--- src/design/bpe_pkg.sv ---
`timescale 1ns / 1ps
// Shared types, widths and the exp2 root table of the bit posterior expectation block.
package bpe_pkg;

	localparam int NUM_POS   = 8;
	localparam int IDX_W     = 4;
	localparam int LR_W      = 16;
	localparam int FRAC_BITS = 12;
	localparam int STEP_W    = 4;
	localparam int SAT_LIMIT = 17;
	localparam int LIM_Q12   = SAT_LIMIT << FRAC_BITS;
	localparam int MUL_W     = 32;
	localparam int PROD_W    = 64;
	localparam int EXP_W     = 6;
	localparam int DVD_W     = 64;
	localparam int DVS_W     = 49;
	localparam int QUO_W     = 17;
	localparam int SUM_W     = 24;

	localparam logic [MUL_W-1:0] ONE_Q30 = 32'h4000_0000;
	localparam logic [QUO_W-1:0] ONE_Q16 = 17'h1_0000;
	localparam logic [SUM_W-1:0] SUM_MAX = 24'hFF_FFFF;

	typedef enum logic [2:0] {
		ST_IDLE,
		ST_PROD,
		ST_CLASS,
		ST_EXP,
		ST_DEN,
		ST_DIV,
		ST_ACC
	} bpe_state_t;

	// Root k of two in Q2.30: r0 = 2.0 and every further root is the integer square
	// root of the previous one scaled by 2^30. Only evaluated at elaboration.
	function automatic logic [MUL_W-1:0] exp2_root(input int k);
		logic [63:0] r;
		logic [63:0] v;
		logic [63:0] res;
		logic [63:0] b;
		r = 64'd1 << 31;
		for (int i = 1; i <= k; i++) begin
			v   = r << 30;
			res = '0;
			b   = 64'd1 << 62;
			while (b > v)
				b = b >> 2;
			while (b != 0) begin
				if (v >= res + b) begin
					v   = v - (res + b);
					res = (res >> 1) + b;
				end else begin
					res = res >> 1;
				end
				b = b >> 2;
			end
			r = res;
		end
		return r[MUL_W-1:0];
	endfunction

	localparam logic [MUL_W-1:0] ROOT_Q30 [FRAC_BITS] = '{
		exp2_root(1), exp2_root(2), exp2_root(3), exp2_root(4),
		exp2_root(5), exp2_root(6), exp2_root(7), exp2_root(8),
		exp2_root(9), exp2_root(10), exp2_root(11), exp2_root(12)
	};

endpackage

--- src/design/bpe_if.sv ---
`timescale 1ns / 1ps
// Handshake interfaces for the bit item, result and register write channels.
interface bpe_item_if #(parameter int COUNT_BITS = 16);
	logic                  valid;
	logic                  ready;
	logic [COUNT_BITS-1:0] zero_count;
	logic [COUNT_BITS-1:0] one_count;
	logic [2:0]            bit_pos;
	logic                  last_bit;

	modport source (output valid, zero_count, one_count, bit_pos, last_bit, input ready);
	modport sink   (input valid, zero_count, one_count, bit_pos, last_bit, output ready);
endinterface

interface bpe_result_if;
	logic        valid;
	logic        ready;
	logic [23:0] expected_value;

	modport source (output valid, expected_value, input ready);
	modport sink   (input valid, expected_value, output ready);
endinterface

interface bpe_cfg_if;
	logic        valid;
	logic        ready;
	logic [3:0]  index;
	logic [15:0] data;

	modport source (output valid, index, data, input ready);
	modport sink   (input valid, index, data, output ready);
endinterface

--- src/design/bpe_mult.sv ---
`timescale 1ns / 1ps
// Shared 32 by 32 unsigned multiplier with a registered product.
module bpe_mult (
	input  logic                  clk,
	input  logic [bpe_pkg::MUL_W-1:0]  a,
	input  logic [bpe_pkg::MUL_W-1:0]  b,
	output logic [bpe_pkg::PROD_W-1:0] p
);
	import bpe_pkg::*;

	logic [PROD_W-1:0] p_s1;

	always_ff @(posedge clk) begin
		p_s1 <= PROD_W'(a) * PROD_W'(b);
	end

	assign p = p_s1;
endmodule

--- src/design/bpe_divider.sv ---
`timescale 1ns / 1ps
// Restoring divider giving one quotient bit per cycle for the posterior probability.
module bpe_divider (
	input  logic                       clk,
	input  logic                       arst_n,
	input  logic                       start,
	input  logic [bpe_pkg::DVD_W-1:0]  dividend,
	input  logic [bpe_pkg::DVS_W-1:0]  divisor,
	output logic                       done,
	output logic [bpe_pkg::QUO_W-1:0]  quotient
);
	import bpe_pkg::*;

	localparam int CNT_W = $clog2(QUO_W);

	logic [DVD_W-1:0] rem_q;
	logic [DVD_W:0]   dvs_q;
	logic [QUO_W-1:0] quo_q;
	logic [CNT_W-1:0] cnt_q;
	logic             busy_q;
	logic             done_q;
	logic             fits;

	assign fits = {1'b0, rem_q} >= dvs_q;

	always_ff @(posedge clk or negedge arst_n) begin
		if (!arst_n) begin
			busy_q <= 1'b0;
			done_q <= 1'b0;
			cnt_q  <= '0;
		end else begin
			done_q <= busy_q && (cnt_q == '0);
			if (start) begin
				busy_q <= 1'b1;
				cnt_q  <= CNT_W'(QUO_W - 1);
			end else if (busy_q) begin
				if (cnt_q == '0)
					busy_q <= 1'b0;
				else
					cnt_q <= cnt_q - 1'b1;
			end
		end
	end

	// The divisor starts aligned to the top quotient bit and walks down one place a step.
	always_ff @(posedge clk) begin
		if (start) begin
			rem_q <= dividend;
			dvs_q <= {divisor, (QUO_W - 1)'(0)};
		end else if (busy_q) begin
			if (fits)
				rem_q <= rem_q - dvs_q[DVD_W-1:0];
			quo_q <= {quo_q[QUO_W-2:0], fits};
			dvs_q <= dvs_q >> 1;
		end
	end

	assign done     = done_q;
	assign quotient = quo_q;
endmodule

--- src/design/bit_posterior_expectation.sv ---
`timescale 1ns / 1ps
// Top level of the bit posterior expectation block: sequencer, registers and Horner sum.
//
//  Channel   Modport  Handshake     Carries
//  item      sink     valid/ready   zero_count, one_count, bit_pos, last_bit
//  result    source   valid/ready   expected_value (unsigned Q8.16)
//  cfg       sink     valid/ready   index, data (log ratio per bit position, Q4.12)
//
// A bit goes through the product, its class, the root products of 2^frac on the
// shared multiplier, the restoring divider with one quotient bit a cycle, and the
// accumulate step; a bit whose exponent saturates skips the root products and the
// divider. A new request is taken only once the bit before it is done.
// Reset clears the log ratio registers, the running sum and all control state.
// A finished result waits in the output register while the next bit is taken; only
// a last bit that finds that register full and unread holds in the accumulate step.
module bit_posterior_expectation #(
	parameter int MAX_BITS   = 8,
	parameter int COUNT_BITS = 16
) (
	input  logic        clk,
	input  logic        arst_n,
	bpe_item_if.sink    item,
	bpe_result_if.source result,
	bpe_cfg_if.sink     cfg
);
	import bpe_pkg::*;

	// Sequencer state.
	bpe_state_t state_q;
	bpe_state_t state_d;

	// Log ratio registers, one per bit position.
	logic [LR_W-1:0] lr_q [NUM_POS];

	// Operands and facts of the bit at work.
	logic [COUNT_BITS-1:0] mag_a_q;
	logic [LR_W-1:0]       mag_b_q;
	logic                  neg_q;
	logic                  last_q;
	logic [EXP_W-1:0]      n_q;
	logic [FRAC_BITS-1:0]  f_q;
	logic [STEP_W-1:0]     step_q;
	logic [QUO_W-1:0]      p1_q;

	// Running sum and the output register.
	logic [SUM_W-1:0] acc_q;
	logic [SUM_W-1:0] res_data_q;
	logic             res_valid_q;

	// Shared units.
	logic [MUL_W-1:0]  mul_a;
	logic [MUL_W-1:0]  mul_b;
	logic [PROD_W-1:0] mul_p;
	logic              div_start;
	logic              div_done;
	logic [QUO_W-1:0]  div_quo;
	logic [DVD_W-1:0]  div_dvd;
	logic [DVS_W-1:0]  div_dvs;

	logic                  item_rdy;
	logic                  item_take;
	logic                  acc_fire;
	logic [COUNT_BITS-1:0] zc;
	logic [COUNT_BITS-1:0] oc;
	logic [COUNT_BITS:0]   d_s;
	logic [COUNT_BITS:0]   d_neg;
	logic [LR_W-1:0]       lr_sel;
	logic [LR_W-1:0]       lr_neg;
	logic                  sat_zero;
	logic                  sat_one;
	logic [17:0]           x_mag;
	logic [17:0]           x_s;
	logic [STEP_W-1:0]     fbit_idx;
	logic                  n_neg;
	logic [EXP_W-1:0]      n_abs;
	logic [EXP_W-1:0]      n_neg_val;
	logic [63:0]           den64;
	logic [63:0]           num64;
	logic [SUM_W+1:0]      sum_wide;
	logic [SUM_W-1:0]      sum_sat;

	bpe_mult u_mult (
		.clk (clk),
		.a   (mul_a),
		.b   (mul_b),
		.p   (mul_p)
	);

	bpe_divider u_div (
		.clk      (clk),
		.arst_n   (arst_n),
		.start    (div_start),
		.dividend (div_dvd),
		.divisor  (div_dvs),
		.done     (div_done),
		.quotient (div_quo)
	);

	assign item.ready            = item_rdy;
	assign item_take             = item.valid && item_rdy;
	assign cfg.ready             = 1'b1;
	assign result.valid          = res_valid_q;
	assign result.expected_value = res_data_q;

	// The count difference and the log ratio go to the multiplier as magnitudes;
	// the sign of their product is kept on the side.
	assign zc     = item.zero_count;
	assign oc     = item.one_count;
	assign d_s    = {1'b0, zc} - {1'b0, oc};
	assign d_neg  = -d_s;
	assign lr_sel = ({1'b0, item.bit_pos} < IDX_W'(MAX_BITS)) ? lr_q[item.bit_pos] : '0;
	assign lr_neg = -lr_sel;

	// Saturation of the exponent. A positive exponent of 17.0 or more gives a
	// posterior of zero, a negative one below -17.0 gives exactly one.
	assign sat_zero = !neg_q && (mul_p >= PROD_W'(LIM_Q12));
	assign sat_one  = neg_q && (mul_p > PROD_W'(LIM_Q12));

	// Inside the limits the exponent fits 18 bits; its top bits are the integer
	// part rounded down and the low twelve the fraction.
	assign x_mag = {1'b0, mul_p[16:0]};
	assign x_s   = neg_q ? (18'd0 - x_mag) : x_mag;

	assign fbit_idx = STEP_W'(FRAC_BITS - 1) - step_q;

	// Denominator 1 + 2^x and numerator 2^16, both held in Q.30; for a negative
	// integer part both are scaled up instead of shifting the mantissa right.
	assign n_neg     = n_q[EXP_W-1];
	assign n_neg_val = -n_q;
	assign n_abs     = n_neg ? n_neg_val : n_q;

	always_comb begin
		if (n_neg) begin
			den64 = (64'd1 << (EXP_W'(30) + n_abs)) + 64'(mul_p[61:30]);
			num64 = 64'd1 << (EXP_W'(46) + n_abs);
		end else begin
			den64 = (64'd1 << 30) + (64'(mul_p[61:30]) << n_abs);
			num64 = 64'd1 << 46;
		end
	end

	// Rounding half up is folded into the dividend as half the divisor.
	assign div_dvd = num64 + (den64 >> 1);
	assign div_dvs = den64[DVS_W-1:0];

	// Horner step with saturation at the top of Q8.16.
	assign sum_wide = {1'b0, acc_q, 1'b0} + (SUM_W + 2)'(p1_q);
	assign sum_sat  = (sum_wide > (SUM_W + 2)'(SUM_MAX)) ? SUM_MAX : sum_wide[SUM_W-1:0];

	assign acc_fire = (state_q == ST_ACC) && (!last_q || !res_valid_q || result.ready);

	always_comb begin
		state_d   = state_q;
		mul_a     = '0;
		mul_b     = '0;
		div_start = 1'b0;
		item_rdy  = 1'b0;
		unique case (state_q)
			ST_IDLE: begin
				item_rdy = 1'b1;
				if (item.valid)
					state_d = ST_PROD;
			end
			ST_PROD: begin
				mul_a   = MUL_W'(mag_a_q);
				mul_b   = MUL_W'(mag_b_q);
				state_d = ST_CLASS;
			end
			ST_CLASS: begin
				state_d = (sat_zero || sat_one) ? ST_ACC : ST_EXP;
			end
			ST_EXP: begin
				// Each step multiplies the previous product by the root for one
				// fraction bit, or by one where that bit is clear.
				mul_a = (step_q == '0) ? ONE_Q30 : mul_p[61:30];
				mul_b = f_q[fbit_idx] ? ROOT_Q30[step_q] : ONE_Q30;
				if (step_q == STEP_W'(FRAC_BITS - 1))
					state_d = ST_DEN;
			end
			ST_DEN: begin
				div_start = 1'b1;
				state_d   = ST_DIV;
			end
			ST_DIV: begin
				if (div_done)
					state_d = ST_ACC;
			end
			ST_ACC: begin
				if (acc_fire)
					state_d = ST_IDLE;
			end
			default: state_d = ST_IDLE;
		endcase
	end

	always_ff @(posedge clk or negedge arst_n) begin
		if (!arst_n) begin
			state_q     <= ST_IDLE;
			res_valid_q <= 1'b0;
			acc_q       <= '0;
			for (int i = 0; i < NUM_POS; i++)
				lr_q[i] <= '0;
		end else begin
			state_q <= state_d;
			if (cfg.valid && (cfg.index < IDX_W'(NUM_POS)))
				lr_q[cfg.index[2:0]] <= cfg.data;
			// A new result may replace one that leaves in the same cycle.
			if (acc_fire && last_q)
				res_valid_q <= 1'b1;
			else if (res_valid_q && result.ready)
				res_valid_q <= 1'b0;
			if (acc_fire) begin
				if (last_q)
					acc_q <= '0;
				else
					acc_q <= sum_sat;
			end
		end
	end

	always_ff @(posedge clk) begin
		if (item_take) begin
			mag_a_q <= d_s[COUNT_BITS] ? d_neg[COUNT_BITS-1:0] : d_s[COUNT_BITS-1:0];
			mag_b_q <= lr_sel[LR_W-1] ? lr_neg : lr_sel;
			neg_q   <= d_s[COUNT_BITS] ^ lr_sel[LR_W-1];
			last_q  <= item.last_bit;
		end
		if (state_q == ST_CLASS) begin
			n_q    <= x_s[17:FRAC_BITS];
			f_q    <= x_s[FRAC_BITS-1:0];
			step_q <= '0;
			p1_q   <= sat_one ? ONE_Q16 : '0;
		end
		if (state_q == ST_EXP)
			step_q <= step_q + 1'b1;
		if ((state_q == ST_DIV) && div_done)
			p1_q <= div_quo;
		if (acc_fire && last_q)
			res_data_q <= sum_sat;
	end
endmodule
--- src/flat_wrapper.sv ---
// flat-port wrapper written by rule: the top's interface ports become plain ports
module bit_posterior_expectation_flat import bpe_pkg::*;
#(
	parameter int MAX_BITS   = 8,
	parameter int COUNT_BITS = 16
)
  (clk, arst_n, item_valid, item_zero_count, item_one_count, item_bit_pos, item_last_bit, item_ready, result_valid, result_expected_value, result_ready, cfg_valid, cfg_index, cfg_data, cfg_ready);
  bpe_item_if #(.COUNT_BITS(COUNT_BITS)) item_i ();
  bpe_result_if result_i ();
  bpe_cfg_if cfg_i ();
  input  logic clk;
  input  logic arst_n;
  input wire logic [$bits(item_i.valid)-1:0] item_valid;
  input wire logic [$bits(item_i.zero_count)-1:0] item_zero_count;
  input wire logic [$bits(item_i.one_count)-1:0] item_one_count;
  input wire logic [$bits(item_i.bit_pos)-1:0] item_bit_pos;
  input wire logic [$bits(item_i.last_bit)-1:0] item_last_bit;
  output wire logic [$bits(item_i.ready)-1:0] item_ready;
  output wire logic [$bits(result_i.valid)-1:0] result_valid;
  output wire logic [$bits(result_i.expected_value)-1:0] result_expected_value;
  input wire logic [$bits(result_i.ready)-1:0] result_ready;
  input wire logic [$bits(cfg_i.valid)-1:0] cfg_valid;
  input wire logic [$bits(cfg_i.index)-1:0] cfg_index;
  input wire logic [$bits(cfg_i.data)-1:0] cfg_data;
  output wire logic [$bits(cfg_i.ready)-1:0] cfg_ready;
  assign item_i.valid = item_valid;
  assign item_i.zero_count = item_zero_count;
  assign item_i.one_count = item_one_count;
  assign item_i.bit_pos = item_bit_pos;
  assign item_i.last_bit = item_last_bit;
  assign item_ready = item_i.ready;
  assign result_valid = result_i.valid;
  assign result_expected_value = result_i.expected_value;
  assign result_i.ready = result_ready;
  assign cfg_i.valid = cfg_valid;
  assign cfg_i.index = cfg_index;
  assign cfg_i.data = cfg_data;
  assign cfg_ready = cfg_i.ready;
  bit_posterior_expectation #(.MAX_BITS(MAX_BITS), .COUNT_BITS(COUNT_BITS)) u_core (.clk(clk), .arst_n(arst_n), .item(item_i), .result(result_i), .cfg(cfg_i));
endmodule
--- config.mk ---
export PLATFORM = sky130hd
export DESIGN_NAME = bit_posterior_expectation_flat
export DESIGN_NICKNAME = d
export VERILOG_FILES = /design/src/design/bpe_pkg.sv /design/src/design/bpe_if.sv /design/src/design/bpe_mult.sv /design/src/design/bpe_divider.sv /design/src/design/bit_posterior_expectation.sv /design/src/flat_wrapper.sv
export SDC_FILE = /design/constraint.sdc
export NUM_CORES = 2
export LEC_CHECK = 0
export ABC_AREA = 0
export BUFFER_PORTS_ARGS = -buffer_cell sky130_fd_sc_hd__buf_4
export CORE_MARGIN = 2
export CORE_UTILIZATION = 51
export CTS_CLUSTER_SIZE = 28
export DETAILED_ROUTE_END_ITERATION = 10
export GPL_TIMING_DRIVEN = 0
export PLACE_DENSITY = 0.67
export SETUP_SLACK_MARGIN = 0.02
export SLEW_MARGIN = 40
export SYNTH_ARGS = -nofsm -noshare
export SYNTH_HDL_FRONTEND = slang
export SYNTH_SLANG_ARGS = --single-unit
--- constraint.sdc ---
create_clock -name clk -period 31.1 [get_ports clk]
set_input_delay 9.33 -clock clk [delete_from_list [all_inputs] [get_ports clk]]
set_output_delay 9.33 -clock clk [all_outputs]
set_load 0.005 [all_outputs]
* After elaboration in Yosys (flattened, before gate mapping)
Memories as Yosys holds them, arrays and structs flattened.
Cells that the tools add are included.
** Word-level totals
- Register bits after elaboration :: 470
- ROM bits :: 512
- Input bits :: 61
- Output and inout port bits :: 27
- Memories kept :: 1
** Operators by class
- $add $sub $neg :: 15
- $mul :: 1
- Order comparisons :: 10
- Eq/ne operators :: 12
- Shifts and indexed selects :: 3
- Mux-type cells :: 48
- Bitwise operators :: 5
- Reduce and logical (&&, ||, !) cells :: 28
** Memories
- (name not given) :: words 16, bits a word 32, rd ports 1, clocked after memory_dff 0, write ports 0, RTL line bit_posterior_expectation.sv:176 : mul_b = f_q[fbit_idx] ? ROOT_Q30[step_q] : ONE_Q30;
** Operator list (number)
- $mux 64 :: 5
- $mux 65 :: 2
- $bwmux 128 :: 1
- $mux 32 :: 4
- $pmux 32 s2 :: 2
- $shl 1x6->64 const A :: 2
- $mux 17 :: 4
- $ge 64x65->1 :: 1
- $add 31x64->64 const A :: 1
- $add 64x32->64 :: 1
- $add 64x63->64 :: 1
- $ge 64x17->1 const B :: 1
- $gt 64x17->1 const B :: 1
- $mul 32x32->64 :: 1
- $mux 16 :: 4
- $shl 32x6->64 :: 1
- $sub 64x64->64 :: 1
- $bmux 16 s3 :: 1
- $demux 16 s3 :: 1
- $mux 24 :: 2
- $neg 16->16 :: 2
- $add 25x17->26 :: 1
- $gt 26x24->1 const B :: 1
- $pmux 3 s7 :: 1
- other kinds (39) :: 80

* Depth between registers and ports, before layout
- Depth after elaboration :: 8
- Gate-level depth with buffers :: 44
- Depth with buffers taken out :: 37

* By module
From an unflattened synthesis, not the netlist that was laid out.
** Unflattened totals
- Cell total of the unflattened synthesis :: 7607
- Area, all modules :: 68738.4 um^2
** Modules (own cells, without submodules)
- bpe_mult :: times used 1, cells each 3797, area each 34802.1 um^2, sequential area each 1281.2 um^2
- bit_posterior_expectation :: times used 1, cells each 2643, area each 23495.0 um^2, sequential area each 6816.5 um^2
- bpe_divider :: times used 1, cells each 1167, area each 10441.3 um^2, sequential area each 4399.2 um^2

* Worst setup path before layout
No wires, ideal clock.
- Path kind :: input to register
- Start point :: input item_bit_pos[0]
- End point :: register u_core.mag_b_q[7] (data pin)
- Library setup time :: 0.266 ns
- Data arrival time :: 12.161 ns
- Data required time :: 30.834 ns
- Slack :: 18.674 ns
- Stages on the path :: 8
- Path buffers :: 4
- Path through :: clkbuf_1 > clkbuf_1 > buf_1 > mux4_2 > mux2i_1 > clkbuf_1 > nor2_1 > xnor2_1
** On the way
- Cells in the longest elaborated chain, start to end :: 6
** Ends and longest elaborated chain
- start, declared :: RTL line flat_wrapper.sv:16 : input wire logic [$bits(item_i.bit_pos)-1:0] item_bit_pos;
- $not 3->4 (implied by the code) (*) :: RTL line bit_posterior_expectation.sv:111 : assign lr_sel = ({1'b0, item.bit_pos} < IDX_W'(MAX_BITS)) ? lr_q[item.bit_pos] : '0;
- $bmux 16 s3 (*) :: RTL line bit_posterior_expectation.sv:111
- $mux 16 (implied by the code) (*) (2 in series) :: RTL line bit_posterior_expectation.sv:111
- $neg 16->16 :: RTL line bit_posterior_expectation.sv:112 : assign lr_neg = -lr_sel;
- $mux 15 (*) :: RTL line bit_posterior_expectation.sv:224 : mag_b_q <= lr_sel[LR_W-1] ? lr_neg : lr_sel;
- end signal, assigned :: RTL line bit_posterior_expectation.sv:224
- end, declared :: RTL line bit_posterior_expectation.sv:37 : logic [LR_W-1:0] mag_b_q;
Every way passes the cells marked *; elsewhere a longest branch is shown, timed or not. The select of a mux whose other input is x is not followed.
A chain may end at the register's enable or synchronous reset.

* Worst setup path in the final report
- Start point :: register u_core.step_q[2]
- End point :: register u_core.u_mult.p_s1[58] (netlist: u_core.u_mult.p[58])
** On the way
- Cells in the longest elaborated chain, start to end :: 7
- Elaborated cells on any way between the ends :: 13
- Classes of those cells :: add/sub (1); mul (1); mux (8); bitwise (1); reduce/logical (1); memory (1)
** Ends and longest elaborated chain
- start, declared :: RTL line bit_posterior_expectation.sv:42 : logic [STEP_W-1:0] step_q;
- start signal, assigned :: RTL line bit_posterior_expectation.sv:235 : step_q <= step_q + 1'b1;
- parallel branches: the longest is 6 deep, another holds $sub 4x4->4
- $mul 32x32->64 (*) :: RTL line bpe_mult.sv:14 : p_s1 <= PROD_W'(a) * PROD_W'(b);
- end signal, assigned :: RTL line bpe_mult.sv:14
- end, declared :: RTL line bpe_mult.sv:11 : logic [PROD_W-1:0] p_s1;
Mark *: on every way between the ends. The select of a mux whose other input is x is not followed.

==> reports/results.ini <==
[synthesis]
synthSimpleGateAreaFrac=0.1483
synth_mux_area_frac=0.06198
ys_seq_area_frac=0.1920
synthAdderAreaFrac=0.3540
synth_flop_cell=edfxtp_1
synth_compound_area_frac=0.1197
avgSynthCellArea_sq_um=8.947
ys_ff_latch=470
syn_area_sq_mm=0.06508
synth-async-reset-ratio=0.3468
synth_cells=7274
yosysUniqueCellTypes=90
ys_warn_count=0
synth_edf_count=227
synth_top_family_by_area=adder cells
synthXorXnorAreaFrac=0.04129

[worst_setup_path]
slowest_delay_ns=0.80
critPathArrivalTime_ns=15.59
r2r_end=u_core.u_mult.p[58]
worst_setup_path_end_kind=flop
cp_common_cell=fa_1
crit_type=reg2reg
ff2ff_setup_slack_ns=16.06
crit_required_ns=31.64
crit_fanout=10
cp_slowest_cell=nand2_1
reg2reg_depth=36
r2r-start=u_core.step_q[2]
start_kind=flop

[layout]
stdcell_count=9180
areaGrowthSynthToFinish_pct=8.384
fin_area_sq_mm=0.07054
drive_gt1_frac=0.07868
fill_cells=11790
nNetsFinal=8864
utilization=0.5553

[min_path]
hold_end=u_core.u_div.quotient[14]
holdCritPathClass=reg2reg
min_from=u_core.u_div.quotient[13]
hold_depth=0

[routing]
routedWlPerCell_microns=28.68
drt_wl_total_mm=263.3
drc=2
viasPerCell=6.091
first_pass_iters=10
drtIter0Drc=6314
dr_total_vias=55910
ant_nets=0

[placement]
dp_slack_ns=16.69
dp.cells=9072
portBuffers=84
gp_congestion=1.079
placed_cell_area_sq_mm=0.06870
hpwl_mm=216.4

[floorplanning]
initial_utilization=0.5123
die_x_microns=361.2
core.rowCount=131
die_y_microns=361.2
coreArea_sq_mm=0.1270
io_pins=88
die-area_sq_mm=0.1305

[timing]
setup-violations-final=0
rsz0062_at_grt=false
tightest_slew_ns=1.045
fin_hold_ws_ns=0.4370
hold_viol_final=0
layout_min_cycle_time_ns=15.04
setup_ws_ns=16.06
slew_violations=0
finClkSkew_ns=0.02760
max_freq_ghz=0.06647
period_share=0.4838
tns_ns=0
max-slew-margin-rel=0.3030

[global_route]
antenna_found_initial=10
grt_pass1_vias=56150
track_usage=0.4042
grt_pass1_wl_mm=381.7
grt_overflow=0
grt_max_degree=72

[run_status]
status=finished, violations left
violations=design-rule violations

[power_and_ir_drop]
p_leak_nw=33.29
powerDensity_mw_per_mm2=66.84
total_power_mw=4.715
ir_drop_mv=0.04336

[cts]
cts_root_buf=clkbuf_16
clk_latency_ns=0.67
h-tree-depth=2
cts_max_path_buffers=3
cts-resized-gates=0
postCtsHoldBufs=0
clock-sinks=470
cts-buffers-inserted=53
clkSlewWorstSetupHoldPaths_ns=0.06
cts_tree=yes
cts_setup_buffers=0

[run]
cap_violations=0

[cell usage after synthesis, types with 14 or more instances]
cell,count,area (sq um)
mux2i_1,142,1421
mux2_2,162,1824
nand2_1,832,3123
mux4_2,35,788.3
nor3_1,71,355.3
inv_1,1057,3968
xnor2_1,190,1664
fa_1,842,16860
o22ai_1,36,225.2
o21a_1,44,330.3
edfxtp_1,227,6817
nand4_1,49,306.5
a21oi_1,332,1662
a211oi_1,30,225.2
o31ai_1,28,210.2
nand2b_1,50,312.8
xor2_1,115,1007
o21bai_1,37,277.8
a22o_1,52,455.4
nor4_1,28,175.2
or3_1,35,219.0
and3_1,74,462.9
nor2_1,777,2917
o211ai_1,25,187.7
ha_1,494,6181
a21o_1,162,1216
o221ai_1,16,140.1
buf_1,25,93.84
nor2b_1,37,231.5
dfxtp_1,80,1602
nand3_1,137,685.7
a22oi_1,14,105.1
a21boi_0,16,120.1
a41oi_1,14,122.6
dfrtp_1,163,4079
and2_1,51,319.1
a31oi_1,46,287.8
buf_2,19,95.09
o21ai_0,224,1121
clkbuf_1,299,1122
[power breakdown]
part | internal, mW | total, mW | switching (mW) | leakage [nW]
Combinational | 0.973 | 2.97 | 2.00 | 27.5
Sequential | 0.972 | 1.10 | 0.127 | 4.91
Clock | 0.361 | 0.645 | 0.284 | 0.865
Total | 2.31 | 4.71 | 2.41 | 33.3
[worst max-delay path: cells and delay by family, from the launching register on]
kind,cells,cell delay (ns)
XOR/XNOR,1,0.14
multiplexers,1,0.29
AO/OA/AOI/OAI,11,3.95
adder cells (fa/ha/maj),10,5.57
buffers and inverters,10,3.20
flip-flops,1,0.47
AND/OR/NAND/NOR,3,1.27
[final cells by class]
class / instances / area [sq um] / share of cell area
Multi-Input combinational cell: 5404 / 47670 / 0.6758
Sequential cell: 470 / 12500 / 0.1772
Inverter: 1069 / 4015 / 0.05692
Tap cell: 1662 / 2079 / 0.02948
Clock buffer: 75 / 1560 / 0.02212
Buffer: 349 / 1435 / 0.02035
Timing Repair Buffer: 120 / 1054 / 0.01494
Clock inverter: 24 / 212.7 / 0.003015
Antenna cell: 7 / 17.52 / 0.0002483
[worst max path at each step]
stage                                 from             endpoint  slack [ns]  cells after the start
after global placement    u_core.step_q[2]  u_core.u_mult.p[60]       16.04                     36
after detailed placement  u_core.step_q[2]  u_core.u_mult.p[58]       16.69                     36
final                     u_core.step_q[2]  u_core.u_mult.p[58]       16.06                     36
after floorplan            item_bit_pos[0]    u_core.mag_b_q[7]       18.67                      8
after global routing      u_core.step_q[2]  u_core.u_mult.p[58]       15.96                     36
after CTS                 u_core.step_q[2]  u_core.u_mult.p[58]       16.65                     36
[layer usage]
| layer | global-route usage | share of wire |
|---|---|---|
| met1 | 0.5020 | 0.38 |
| met2 | 0.6259 | 0.44 |
| met3 | 0.09519 | 0.093 |
| met4 | 0.2779 | 0.084 |
| met5 | 0 | 0.00019 |
[logic make-up after synthesis]
kind of cell,count (synthesis)
AND/OR/NAND/NOR,2206
buffers and inverters,1418
adder cells (fa/ha/maj),1336
AO/OA/AOI/OAI,1197
flip-flops,470
multiplexers,339
XOR/XNOR,306
other,2
[sequential cells by signal (all words and copies together) (netlist names)]
name                          count
u_core.u_div.dvs_q               65
u_core.last_q                     1
u_core.u_mult.p                  64
u_core.f_q                       12
u_core.u_div.cnt_q                5
u_core.p1_q                      17
u_core.mag_a_q                   16
u_core.lr_q                     128
u_core.u_div.rem_q               64
u_core.n_q                        6
u_core.neg_q                      1
u_core.u_div.busy_q               1
u_core.step_q                     4
u_core.result.expected_value     24
u_core.mag_b_q                   16
u_core.u_div.done                 1
u_core.u_div.quotient            17
u_core.result.valid               1
u_core.acc_q                     24
u_core.state_q                    3
[placed cells by master, fill, tap and decap left out, types with 25 or more instances in the layout]
master,Yosys,routed
a211oi_1,30,29
a21o_1,162,162
a21oi_1,332,313
a22o_1,52,52
a31oi_1,46,46
and2_1,51,50
and3_1,74,74
buf_2,19,32
buf_4,5,100
clkbuf_1,299,257
clkbuf_16,0,56
clkbuf_2,0,52
dfrtp_1,163,163
dfxtp_1,80,80
edfxtp_1,227,227
fa_1,842,842
ha_1,494,494
inv_1,1057,1057
mux2_2,162,162
mux2i_1,142,139
mux4_2,35,35
nand2_1,832,832
nand2b_1,50,50
nand3_1,137,137
nand4_1,49,49
nor2_1,777,775
nor2b_1,37,37
nor3_1,71,64
nor4_1,28,25
o211ai_1,25,25
o21a_1,44,44
o21ai_0,224,214
o21bai_1,37,37
o22ai_1,36,34
or3_1,35,35
xnor2_1,190,189
xor2_1,115,115
Note: power is estimated with default switching activity, not from simulation.
